==> src/sv/pn9_whiten_conv_fec_interleave_tx_macros.svh <==
// assertion macros for the transmit encoder's output buffer
`ifndef PN9_WHITEN_CONV_FEC_INTERLEAVE_TX_MACROS_SVH
`define PN9_WHITEN_CONV_FEC_INTERLEAVE_TX_MACROS_SVH

// property that must hold at every rising clock edge outside reset
`define PWCFI_ASSERT(lbl, clk, rst, prop) \
  lbl: assert property (@(posedge clk) disable iff (rst) (prop)) \
    else $error("pwcfi: check failed");

// condition in one cycle implies a consequence in the next
`define PWCFI_ASSERT_NEXT(lbl, clk, rst, ante, cons) \
  lbl: assert property (@(posedge clk) disable iff (rst) (ante) |=> (cons)) \
    else $error("pwcfi: next-cycle check failed");

`endif

==> src/sv/pwcfi_pkg.sv <==
`default_nettype none
package pwcfi_pkg;

  // pn9 start value and trellis terminator byte
  localparam logic [8:0] LFSR_INIT  = 9'h1FF;
  localparam logic [7:0] TERMINATOR = 8'h0B;
  localparam logic [2:0] TERM_HIST  = TERMINATOR[2:0];

  // valid byte counts of a result item
  localparam logic [2:0] COUNT_PLAIN = 3'd1;
  localparam logic [2:0] COUNT_CODED = 3'd4;

  // output buffer depth
  localparam int unsigned OBUF_DEPTH = 2;

  // 2-bit symbol for each 4-bit window of history and data
  localparam logic [1:0] SYM_TABLE [16] = '{
    2'd0, 2'd3, 2'd1, 2'd2, 2'd3, 2'd0, 2'd2, 2'd1,
    2'd3, 2'd0, 2'd2, 2'd1, 2'd0, 2'd3, 2'd1, 2'd2
  };

  typedef struct packed {
    logic [7:0] data_byte;
    logic       first_of_frame;
    logic       last_of_frame;
  } in_item_t;

  typedef struct packed {
    logic [31:0] out_word;
    logic [2:0]  out_count;
    logic        out_last;
  } out_item_t;

  // encoder state carried from byte to byte
  typedef struct packed {
    logic [8:0]  lfsr;
    logic [2:0]  hist;
    logic [15:0] held;
    logic        phase;
  } coder_state_t;

  // results of one byte: count and up to two items
  typedef struct packed {
    logic [1:0] nres;
    out_item_t  r0;
    out_item_t  r1;
  } enc_res_t;

  // pn9 advance by eight steps, four at a time
  function automatic logic [8:0] lfsr_advance(input logic [8:0] r_in);
    logic [8:0] r;
    logic [8:0] fb;
    r = r_in;
    for (int n = 0; n < 2; n++) begin
      fb = ((r << 5) ^ r) & 9'h1E0;
      r  = (r >> 4) | fb;
    end
    return r;
  endfunction

  // rate one half code of one byte, msb first
  function automatic logic [15:0] code_byte(input logic [2:0] hist, input logic [7:0] v);
    logic [10:0] x;
    logic [15:0] acc;
    x   = {hist, v};
    acc = '0;
    for (int n = 0; n < 8; n++) begin
      acc[15 - 2*n -: 2] = SYM_TABLE[x[10 - n -: 4]];
    end
    return acc;
  endfunction

  // four coded bytes into one word, 2-bit groups
  function automatic logic [31:0] interleave(input logic [15:0] first,
                                             input logic [15:0] second);
    logic [7:0]  c [4];
    logic [31:0] w;
    c[0] = first[15:8];
    c[1] = first[7:0];
    c[2] = second[15:8];
    c[3] = second[7:0];
    w    = '0;
    for (int g = 0; g < 4; g++) begin
      for (int k = 0; k < 4; k++) begin
        w[31 - 2*(4*g + k) -: 2] = c[3 - k][2*g +: 2];
      end
    end
    return w;
  endfunction

endpackage
`default_nettype wire

==> src/sv/pwcfi_encode.sv <==
`default_nettype none
module pwcfi_encode
  import pwcfi_pkg::*;
(
  input  wire logic         fec_enable,
  input  wire in_item_t     item,
  input  wire coder_state_t state,
  output coder_state_t      state_next,
  output enc_res_t          res
);

  coder_state_t s;
  logic [7:0]   w;
  logic [15:0]  cw;
  logic [15:0]  ct1;
  logic [15:0]  ct2;

  // frame start clears state ahead of this byte
  always_comb begin
    if (item.first_of_frame) begin
      s.lfsr  = LFSR_INIT;
      s.hist  = '0;
      s.held  = '0;
      s.phase = 1'b0;
    end else begin
      s = state;
    end
  end

  // whitening and the three coder passes
  assign w   = item.data_byte ^ s.lfsr[7:0];
  assign cw  = code_byte(s.hist, w);
  assign ct1 = code_byte(w[2:0], TERMINATOR);
  assign ct2 = code_byte(TERM_HIST, TERMINATOR);

  // result items and next state
  always_comb begin
    state_next      = s;
    state_next.lfsr = lfsr_advance(s.lfsr);
    res.nres        = 2'd0;
    res.r0          = '0;
    res.r1          = '0;
    res.r0.out_count = COUNT_CODED;
    res.r1.out_count = COUNT_CODED;
    if (!fec_enable) begin
      res.nres         = 2'd1;
      res.r0.out_word  = {24'd0, w};
      res.r0.out_count = COUNT_PLAIN;
      res.r0.out_last  = item.last_of_frame;
    end else if (!item.last_of_frame) begin
      state_next.hist = w[2:0];
      if (!s.phase) begin
        state_next.held  = cw;
        state_next.phase = 1'b1;
      end else begin
        res.nres         = 2'd1;
        res.r0.out_word  = interleave(s.held, cw);
        state_next.phase = 1'b0;
      end
    end else begin
      state_next.hist  = TERM_HIST;
      state_next.phase = 1'b0;
      if (!s.phase) begin
        // single terminator closes the pair
        res.nres        = 2'd1;
        res.r0.out_word = interleave(cw, ct1);
        res.r0.out_last = 1'b1;
        state_next.held = cw;
      end else begin
        // pair completes, two terminators follow
        res.nres        = 2'd2;
        res.r0.out_word = interleave(s.held, cw);
        res.r1.out_word = interleave(ct1, ct2);
        res.r1.out_last = 1'b1;
        state_next.held = ct1;
      end
    end
  end

endmodule
`default_nettype wire

==> src/sv/pwcfi_outbuf.sv <==
`default_nettype none
`include "pn9_whiten_conv_fec_interleave_tx_macros.svh"
module pwcfi_outbuf
  import pwcfi_pkg::*;
(
  input  wire logic     clk,
  input  wire logic     rst,
  input  wire enc_res_t push,
  output logic [1:0]    space,
  output logic          word_valid,
  input  wire logic     word_stall,
  output out_item_t     word_item
);

  localparam logic [1:0] DEPTH = 2'(OBUF_DEPTH);

  out_item_t  q0;
  out_item_t  q1;
  out_item_t  q0_next;
  out_item_t  q1_next;
  out_item_t  e0;
  out_item_t  e1;
  logic [1:0] cnt;
  logic [1:0] cnt_next;
  logic [1:0] n;
  logic       pop;

  assign word_valid = (cnt != 2'd0);
  assign word_item  = q0;
  assign pop        = word_valid && !word_stall;
  assign space      = DEPTH - cnt + {1'b0, pop};

  // shift out the taken item, then append new ones
  always_comb begin
    if (pop) begin
      e0 = q1;
      e1 = q1;
      n  = cnt - 2'd1;
    end else begin
      e0 = q0;
      e1 = q1;
      n  = cnt;
    end
    q0_next  = (n == 2'd0) ? push.r0 : e0;
    q1_next  = (n == 2'd0) ? push.r1 : ((n == 2'd1) ? push.r0 : e1);
    cnt_next = n + push.nres;
  end

  // fill count
  always_ff @(posedge clk) begin
    if (rst) begin
      cnt <= '0;
    end else begin
      cnt <= cnt_next;
    end
  end

  // payload slots
  always_ff @(posedge clk) begin
    q0 <= q0_next;
    q1 <= q1_next;
  end

  `PWCFI_ASSERT(a_push_fits, clk, rst, push.nres <= space)
  `PWCFI_ASSERT_NEXT(a_full_holds, clk, rst, (cnt == DEPTH) && !pop, cnt == DEPTH)
  `PWCFI_ASSERT_NEXT(a_pop_drains, clk, rst, pop && (push.nres == 2'd0), cnt == $past(cnt) - 2'd1)

endmodule
`default_nettype wire

==> src/sv/pn9_whiten_conv_fec_interleave_tx.sv <==
// path: a byte waits in the input register until the output buffer has room for its
//   result items, which are then registered in the buffer and leave from its head slot
// throughput: one byte per cycle while the buffer has room; a coded last byte completing
//   a pair yields two words, which the two-entry buffer drains one per unstalled cycle
// reset (synchronous, active high): whitening only, pn9 register 0x1FF, coder history and
//   pair phase cleared, input register and output buffer empty
`default_nettype none
module pn9_whiten_conv_fec_interleave_tx
  import pwcfi_pkg::*;
(
  input  wire logic      clk,
  input  wire logic      rst,
  input  wire logic      cfg_valid,
  output logic           cfg_ready,
  input  wire logic      cfg_data,
  input  wire logic      byte_valid,
  output logic           byte_stall,
  input  wire in_item_t  byte_item,
  output logic           word_valid,
  input  wire logic      word_stall,
  output out_item_t      word_item
);

  logic         fec_enable;
  logic         in_full;
  in_item_t     in_reg;
  coder_state_t state;
  coder_state_t state_next;
  enc_res_t     enc_res;
  enc_res_t     push;
  logic [1:0]   space;
  logic         proc;
  logic         accept;

  // configuration register
  assign cfg_ready = 1'b1;
  always_ff @(posedge clk) begin
    if (rst) begin
      fec_enable <= 1'b0;
    end else if (cfg_valid && cfg_ready) begin
      fec_enable <= cfg_data;
    end
  end

  // input register handshake
  assign proc       = in_full && (enc_res.nres <= space);
  assign byte_stall = in_full && !proc;
  assign accept     = byte_valid && !byte_stall;

  always_ff @(posedge clk) begin
    if (rst) begin
      in_full <= 1'b0;
    end else if (accept) begin
      in_full <= 1'b1;
    end else if (proc) begin
      in_full <= 1'b0;
    end
  end

  always_ff @(posedge clk) begin
    if (accept) begin
      in_reg <= byte_item;
    end
  end

  // encoder state
  always_ff @(posedge clk) begin
    if (rst) begin
      state.lfsr  <= LFSR_INIT;
      state.hist  <= '0;
      state.held  <= '0;
      state.phase <= 1'b0;
    end else if (proc) begin
      state <= state_next;
    end
  end

  pwcfi_encode u_encode (
    .fec_enable (fec_enable),
    .item       (in_reg),
    .state      (state),
    .state_next (state_next),
    .res        (enc_res)
  );

  // only a processed byte pushes results
  always_comb begin
    push      = enc_res;
    push.nres = proc ? enc_res.nres : 2'd0;
  end

  pwcfi_outbuf u_outbuf (
    .clk        (clk),
    .rst        (rst),
    .push       (push),
    .space      (space),
    .word_valid (word_valid),
    .word_stall (word_stall),
    .word_item  (word_item)
  );

endmodule
`default_nettype wire

==> config.mk <==
export PLATFORM = sky130hd
export DESIGN_NAME = pn9_whiten_conv_fec_interleave_tx
export DESIGN_NICKNAME = d
export VERILOG_FILES = /design/src/sv/pwcfi_pkg.sv /design/src/sv/pwcfi_encode.sv /design/src/sv/pwcfi_outbuf.sv /design/src/sv/pn9_whiten_conv_fec_interleave_tx.sv
export VERILOG_INCLUDE_DIRS = /design/src /design/src/sv
export SDC_FILE = /design/constraint.sdc
export NUM_CORES = 1
export LEC_CHECK = 0
export BUFFER_PORTS_ARGS = -buffer_cell sky130_fd_sc_hd__buf_2
export CORE_ASPECT_RATIO = 1.5
export CORE_MARGIN = 2
export CORE_UTILIZATION = 44
export CTS_BUF_LIST = sky130_fd_sc_hd__clkbuf_8
export CTS_CLUSTER_DIAMETER = 120
export DETAILED_ROUTE_END_ITERATION = 12
export PLACE_DENSITY = 0.71
export SLEW_MARGIN = 20
export SYNTH_ARGS = -nofsm -noshare
export SYNTH_HDL_FRONTEND = slang
export SYNTH_SLANG_ARGS = --single-unit
==> constraint.sdc <==
create_clock -name clk -period 4.2 [get_ports clk]
set_clock_uncertainty 0.2 [all_clocks]
set_input_delay 0.42 -clock clk [delete_from_list [all_inputs] [get_ports clk]]
set_output_delay 0.42 -clock clk [all_outputs]
set_load 0.03 [all_outputs]
==> results of run 1 <==
how the worst max path moves through the flow:
| stage | end | slack [ns] | cells past startpoint |
|---|---|---|---|
| after floorplan | u_outbuf.word_item[0] | 0.27 | 7 |
| after global placement | state[19] | 1.05 | 12 |
| after detailed placement | state[19] | 0.87 | 12 |
| after CTS | byte_stall | 0.81 | 10 |
| after global routing | byte_stall | 0.68 | 10 |
| final | state[19] | 0.81 | 12 |
power by group:
part | switching [mW] | internal [mW] | total (mW)
Combinational | 1.29 | 0.541 | 1.83
Clock | 0.484 | 0.472 | 0.957
Sequential | 0.128 | 1.70 | 1.83
metrics by stage:
step           utilization [%]  setup WS, ns  hold WS, ns
2_1_floorplan                -         0.271        0.225
3_3_place_gp              47.0          1.05        0.238
3_5_place_dp              47.0         0.872        0.253
4_1_cts                   50.5         0.809      0.00483
5_1_grt                   50.5         0.677       0.0255
6_report                  50.5         0.813       0.0240
area by class of cell:
type,instances,area (sq um)
repair buffers,72,435
flip-flops and latches,113,3040
fillers,1209,6640
well taps,162,203
inverters,10,37.5
multi-input cells,422,2680
clock buffers,17,234
clock inverters,15,135
routing by layer:
layer / part of all wire [%] / vias to the layer above / global-route usage (%)
met4: 4.5 / 0 / 10.1
met3: 4.5 / 38 / 3.76
met2: 51 / 163 / 32.9
met5: 0 / - / 0
li1: - / 2196 / -
met1: 40 / 2187 / 21.9
cells by family after synthesis:
kind of cell    synth area share, %
compound gates                 17.4
xor+xnor                       11.6
buf+inv                        4.40
mux                           0.691
fa+ha+maj                      1.47
other cells                   0.126
flops                          50.9
simple gates                   13.4
worst max-delay path, stage by stage (launching register included):
cell	delay [ns]
dfxtp_1	0.41
inv_1	0.07
ha_1	0.20
or2_1	0.30
ha_1	0.22
xor2_1	0.15
ha_1	0.31
nor2b_1	0.15
o21ai_1	0.24
and2_1	0.32
o21ai_1	0.34
a32oi_1	0.28
nor2_1	0.05
timing repair:
action | CTS | global route
setup buffers | 0 | 0
endpoints found under the hold margin | 10 | 0
hold buffers | 10 | 0
synthesized netlist by cell type (all sizes together), types with 3 or more instances:
cell / n / area, sq um
edfxtp: 78 / 2340
o21ai: 58 / 290
nor3: 15 / 80.1
o22ai: 3 / 18.8
or3: 4 / 25.0
xnor2: 41 / 389
nor2: 68 / 260
o211ai: 5 / 37.5
nand2: 61 / 231
a22oi: 9 / 67.6
a21o: 6 / 45.0
xor2: 23 / 209
a21oi: 26 / 134
clkbuf: 20 / 75.1
a211oi: 7 / 57.6
dfxtp: 35 / 701
and2: 6 / 37.5
o21bai: 7 / 52.6
ha: 7 / 87.6
mux2i: 3 / 30.0
o31ai: 3 / 22.5
buf: 26 / 150
nor2b: 7 / 43.8
inv: 10 / 37.5
and3: 3 / 18.8
a32oi: 6 / 52.6
a311oi: 3 / 26.3
nand3b: 3 / 22.5
a211o: 4 / 35.0
nand3: 11 / 55.1
a22o: 8 / 70.1
==> flow_summary_export.csv, run 1 <==
group,metric,value,unit
clock_network,clockRootBuffer,"clkbuf_8",
detailed_routing,drc_errors,0,
synthesis,synth_fp_nets,614,
clock_network,cts_tree,"yes",
worst_setup_path,r2r_end,"state[19]",
final_layout,fin_nets,659,
floorplanning,die_area,14500,sq um
clock_network,clk_latency,0.43,ns
global_route,grt_pass1_vias,4287,
sta,fin_crit,3.39,ns
clock_network,clock_sinks,113,
global_route,grt_max_degree,47,
synthesis,synthCells,591,
power,total_power,4.61,mW
synthesis,seq_area_frac_synth,50.9,%
worst_setup_path,r2r_slack,0.81,ns
synthesis,synth-edff-count,78,
hold_path,holdPathStages,3,
placed_design,post_dp_cell_area,6290,sq um
placed_design,place_congestion,0.935,
final_layout,layout.cells.non_filler,811,
placed_design,place_inst,769,
sta,tightest_slew,1.01,ns
clock_network,path_clk_slew,0.07,ns
worst_setup_path,crit_type,"reg -> reg",
synthesis,syn_area,5970,sq um
synthesis,synthArstFlopShare,0,%
sta,finalSetupTns,0,ns
placed_design,post-dp-hpwl,9810,um
worst_setup_path,r2r-start,"u_outbuf.cnt[1]",
clock_network,cts_buffers,17,
worst_setup_path,rr_worst_depth,12,
detailed_routing,wl_per_cell,16.9,um
detailed_routing,vias_per_cell,5.65,
clock_network,ctsHtreeMaxLevel,4,
global_route,antenna_found_initial,0,
detailed_routing,drt_iter0_drc,408,
floorplanning,die_w,99.1,um
job,max_cap_violations,0,
worst_setup_path,crit_required,4.30,ns
clock_network,cts.repair.resized,0,
hold_path,whs_endpoint,"fec_enable",
worst_setup_path,start_kind,"register",
final_layout,area_growth,13.2,%
global_route,grt_use_total,19.0,%
clock_network,cts_max_path_buffers,2,
hold_path,worstHoldStart,"cfg_data",
floorplanning,fp.dieH,147,um
floorplanning,pin_count,55,
sta,relSlewSlack,32.4,%
synthesis,synth_cell_type_count,64,
sta,finalCritPeriodShare,80.7,%
synthesis,ys_ff_latch,113,
sta,max_freq,295,MHz
sta,final_max_slew_viol_count,0,
final_layout,antenna_cells,0,
detailed_routing,detail-route-antenna-nets,0,
outcome,status,"completed",
synthesis,yosys_warnings,0,
power,leakagePower,2.59,nW
floorplanning,start_util,44.6,%
detailed_routing,num_vias,4584,
detailed_routing,firstDrtPassIters,5,
final_layout,final_layout_size_suffix_gt1_share,17.1,%
synthesis,synth_ff_type,"edfxtp_1",
final_layout,fin_area,6760,sq um
synthesis,avgSynthCellArea,10.1,sq um
detailed_routing,drt_wl_total,13700,um
worst_setup_path,crit_path_start,"u_outbuf.cnt[1]",
worst_setup_path,arrival,3.48,ns
power,power.density,682,nW/um^2
floorplanning,rows,52,
final_layout,final_cell_mix,"edfxtp_1, nor2_1, nand2_1",
global_route,grt_pass1_wl,21800,um
floorplanning,coreArea,13400,sq um
global_route,grt_remaining_overflow,0,
worst_setup_path,end_kind,"register",
power,irDropWorstVdd,260,uV
sta,setup_viol,0,
worst_setup_path,worstPathMaxFanout,10,
hold_path,hold_path_class,"in -> reg",
placed_design,port-buffer-count,52,
sta,timing_hold_violations_final,0,
final_layout,layout.cells.most_common,"edfxtp_1",
sta,rsz0062_at_grt,"no",
No activity file was read; power rests on OpenSTA's default activity.
==> run 2: changes to the inputs <==
==> constraint.sdc (replaced) <==
create_clock -name clk -period 3 [get_ports clk]
set_clock_uncertainty 0.2 [all_clocks]
set_input_delay 0.3 -clock clk [delete_from_list [all_inputs] [get_ports clk]]
set_output_delay 0.3 -clock clk [all_outputs]
set_load 0.03 [all_outputs]
==> run 2 against run 1 <==
The run now ends with negative setup slack left. Clock power grew 58%. Flip-flop and latch count is the same. Cell area grew 6.0%. Global-route usage grew 1.4 points. Total power grew 50%. Core utilization grew 3.0 points. Count of clock-buffer cells in the layout is the same. Largest cell class unchanged. Highest routed layer unchanged.
==> flow_summary_export.csv, run 2 (synthesized netlist as in run 1, its figures left out) <==
group,metric,value,unit
detailed_routing,drc_errors,0,
placed_design,place_inst,788,
placed_design,post_dp_cell_area,6490,sq um
outcome,status,"complete, but fails checks",
detailed_routing,detail-route-antenna-nets,0,
worst_setup_path,end_kind,"output pin",
floorplanning,fp.dieH,147,um
worst_setup_path,r2r_slack,0,ns
final_layout,final_cell_mix,"edfxtp_1, nor2_1, nand2_1",
outcome,violations,"negative setup slack",
power,pwr-share-seq,36.9,%
worst_setup_path,arrival,2.53,ns
final_layout,area_growth,20.0,%
global_route,grt_use_total,20.3,%
detailed_routing,firstDrtPassIters,6,
worst_setup_path,start_kind,"register",
worst_setup_path,crit_type,"reg -> out",
sta,rsz0062_at_grt,"yes",
global_route,grt_max_degree,47,
placed_design,post-dp-hpwl,10200,um
global_route,grt_remaining_overflow,0,
floorplanning,start_util,44.6,%
power,leakagePower,2.76,nW
final_layout,antenna_cells,0,
clock_network,cts_max_path_buffers,2,
placed_design,pre_cts_ws,-0.00665,ns
worst_setup_path,crit_chain,"inv_2, ha_4, or2_4, ha_4, xor2_2, ha_1, nor2b_4, o211ai_1, inv_1, buf_6",
power,power.internal,4.16,mW
worst_setup_path,critPathMaxStageDelay,0.34,ns
worst_setup_path,crit_required,2.50,ns
clock_network,clock_sinks,113,
detailed_routing,wl_per_cell,17.1,um
detailed_routing,vias_per_cell,5.66,
floorplanning,die_area,14500,sq um
job,max_cap_violations,0,
detailed_routing,num_vias,4757,
sta,finalSetupTns,-0.0301,ns
clock_network,cts_tree,"yes",
clock_network,clk_latency,0.43,ns
global_route,grt_pass1_wl,23400,um
power,comb_power_share,41.3,%
final_layout,fillers,1170,
sta,holdWs,0.190,ns
sta,relSlewSlack,35.5,%
floorplanning,die_w,99.1,um
detailed_routing,drt_iter0_drc,380,
floorplanning,pin_count,55,
final_layout,fin_nets,689,
final_layout,layout.cells.most_common,"edfxtp_1",
sta,final_max_slew_viol_count,0,
worst_setup_path,cp_common_cell,"ha_4",
clock_network,cts_buffers,17,
sta,tightest_slew,0.964,ns
clock_network,ctsHtreeMaxLevel,4,
detailed_routing,drt_wl_total,14400,um
power,p_clk_share,21.8,%
power,switching_share,39.9,%
worst_setup_path,worstPathMaxFanout,3,
placed_design,port-buffer-count,52,
final_layout,layout.cells.non_filler,841,
power,switchingPower,2.76,mW
sta,max_freq,330,MHz
floorplanning,rows,52,
global_route,grt_pass1_vias,4705,
sta,finalCritPeriodShare,101,%
floorplanning,coreArea,13400,sq um
sta,timing_hold_violations_final,0,
clock_network,clockRootBuffer,"clkbuf_8",
sta,fin_crit,3.03,ns
power,irDropWorstVdd,460,uV
power,power.density,966,nW/um^2
sta,fin_ws,-0.0267,ns
final_layout,fin_area,7170,sq um
sta,setup_viol,2,
placed_design,place_congestion,0.920,
clock_network,path_clk_slew,0.07,ns
final_layout,final_layout_size_suffix_gt1_share,23.7,%
worst_setup_path,slowest_stage,"dfxtp_2",
hold_path,hold_path_class,"in -> reg",
global_route,antenna_found_initial,0,
==> run 2: changes by cell type in the layout (fill, tap and decap cells not counted), sizes merged <==
cell | previous run | this run
buf | 62 | 89
bufinv | 1 | 3
clkinv | 8 | 7
dlygate4sd3 | 10 | 13
inv | 14 | 13
==> run 2: cell type report <==
cell class	instances	area (sq um)	share of cell area [%]
Sequential cell	113	3050	42.5
Clock buffer	17	234	3.26
Timing Repair Buffer	102	687	9.58
Tap cell	162	203	2.83
Inverter	10	37.5	0.524
Multi-Input combinational cell	422	2780	38.8
Clock inverter	15	184	2.57
==> run 2: final timing paths <==
check / startpoint / end / cells after the start
min: rst / u_outbuf.cnt[1] / 2
max: u_outbuf.cnt[0] / byte_stall / 10
min reg2reg: state[10] / state[10] / 2
max reg2reg: u_outbuf.cnt[0] / in_full / 16
==> run 2: metrics by stage <==
step           utilization (%)  total power [mW]
6_report                  53.5              6.93
3_3_place_gp              48.4              5.22
3_5_place_dp              48.4              5.31
4_1_cts                   53.0              6.88
5_1_grt                   53.5              7.29
2_1_floorplan                -              4.52
==> run 2: power by group through the flow <==
stage	registers [mW]	clock network (mW)	logic, mW
2_1_floorplan	3.00	0	1.52
3_3_place_gp	2.57	0	2.65
3_5_place_dp	2.59	0	2.72
4_1_cts	2.56	1.53	2.79
5_1_grt	2.61	1.60	3.09
6_report	2.56	1.51	2.86
==> run 2: metal layers <==
layer	vias up	global-route usage (%)	share of wire [%]
met4	0	11.5	5.0
met2	193	35.5	52
met1	2258	23.3	38
li1	2258	-	-
met5	-	0	0
met3	48	3.38	5.0
==> run 2: what timing repair did <==
| item | 4_1_cts | 5_1_grt |
|---|---|---|
| hold endpoints to repair | 12 | 0 |
| setup endpoints to repair | 4 | 22 |
| setup buffers | 6 | 2 |
| pin swaps | 2 | 4 |
| resized for setup | 5 | 13 |
| hold buffers | 13 | 0 |
==> run 2: critical path, delay by kind of cell, from the launching register on <==
kind,cells,cell delay (ns)
adders and majority gates,3,0.63
and+or+nand+nor,2,0.40
DFF,1,0.34
buffers and inverters,3,0.34
AOI/OAI and AO/OA,1,0.25
xor gates and xnor gates,1,0.14
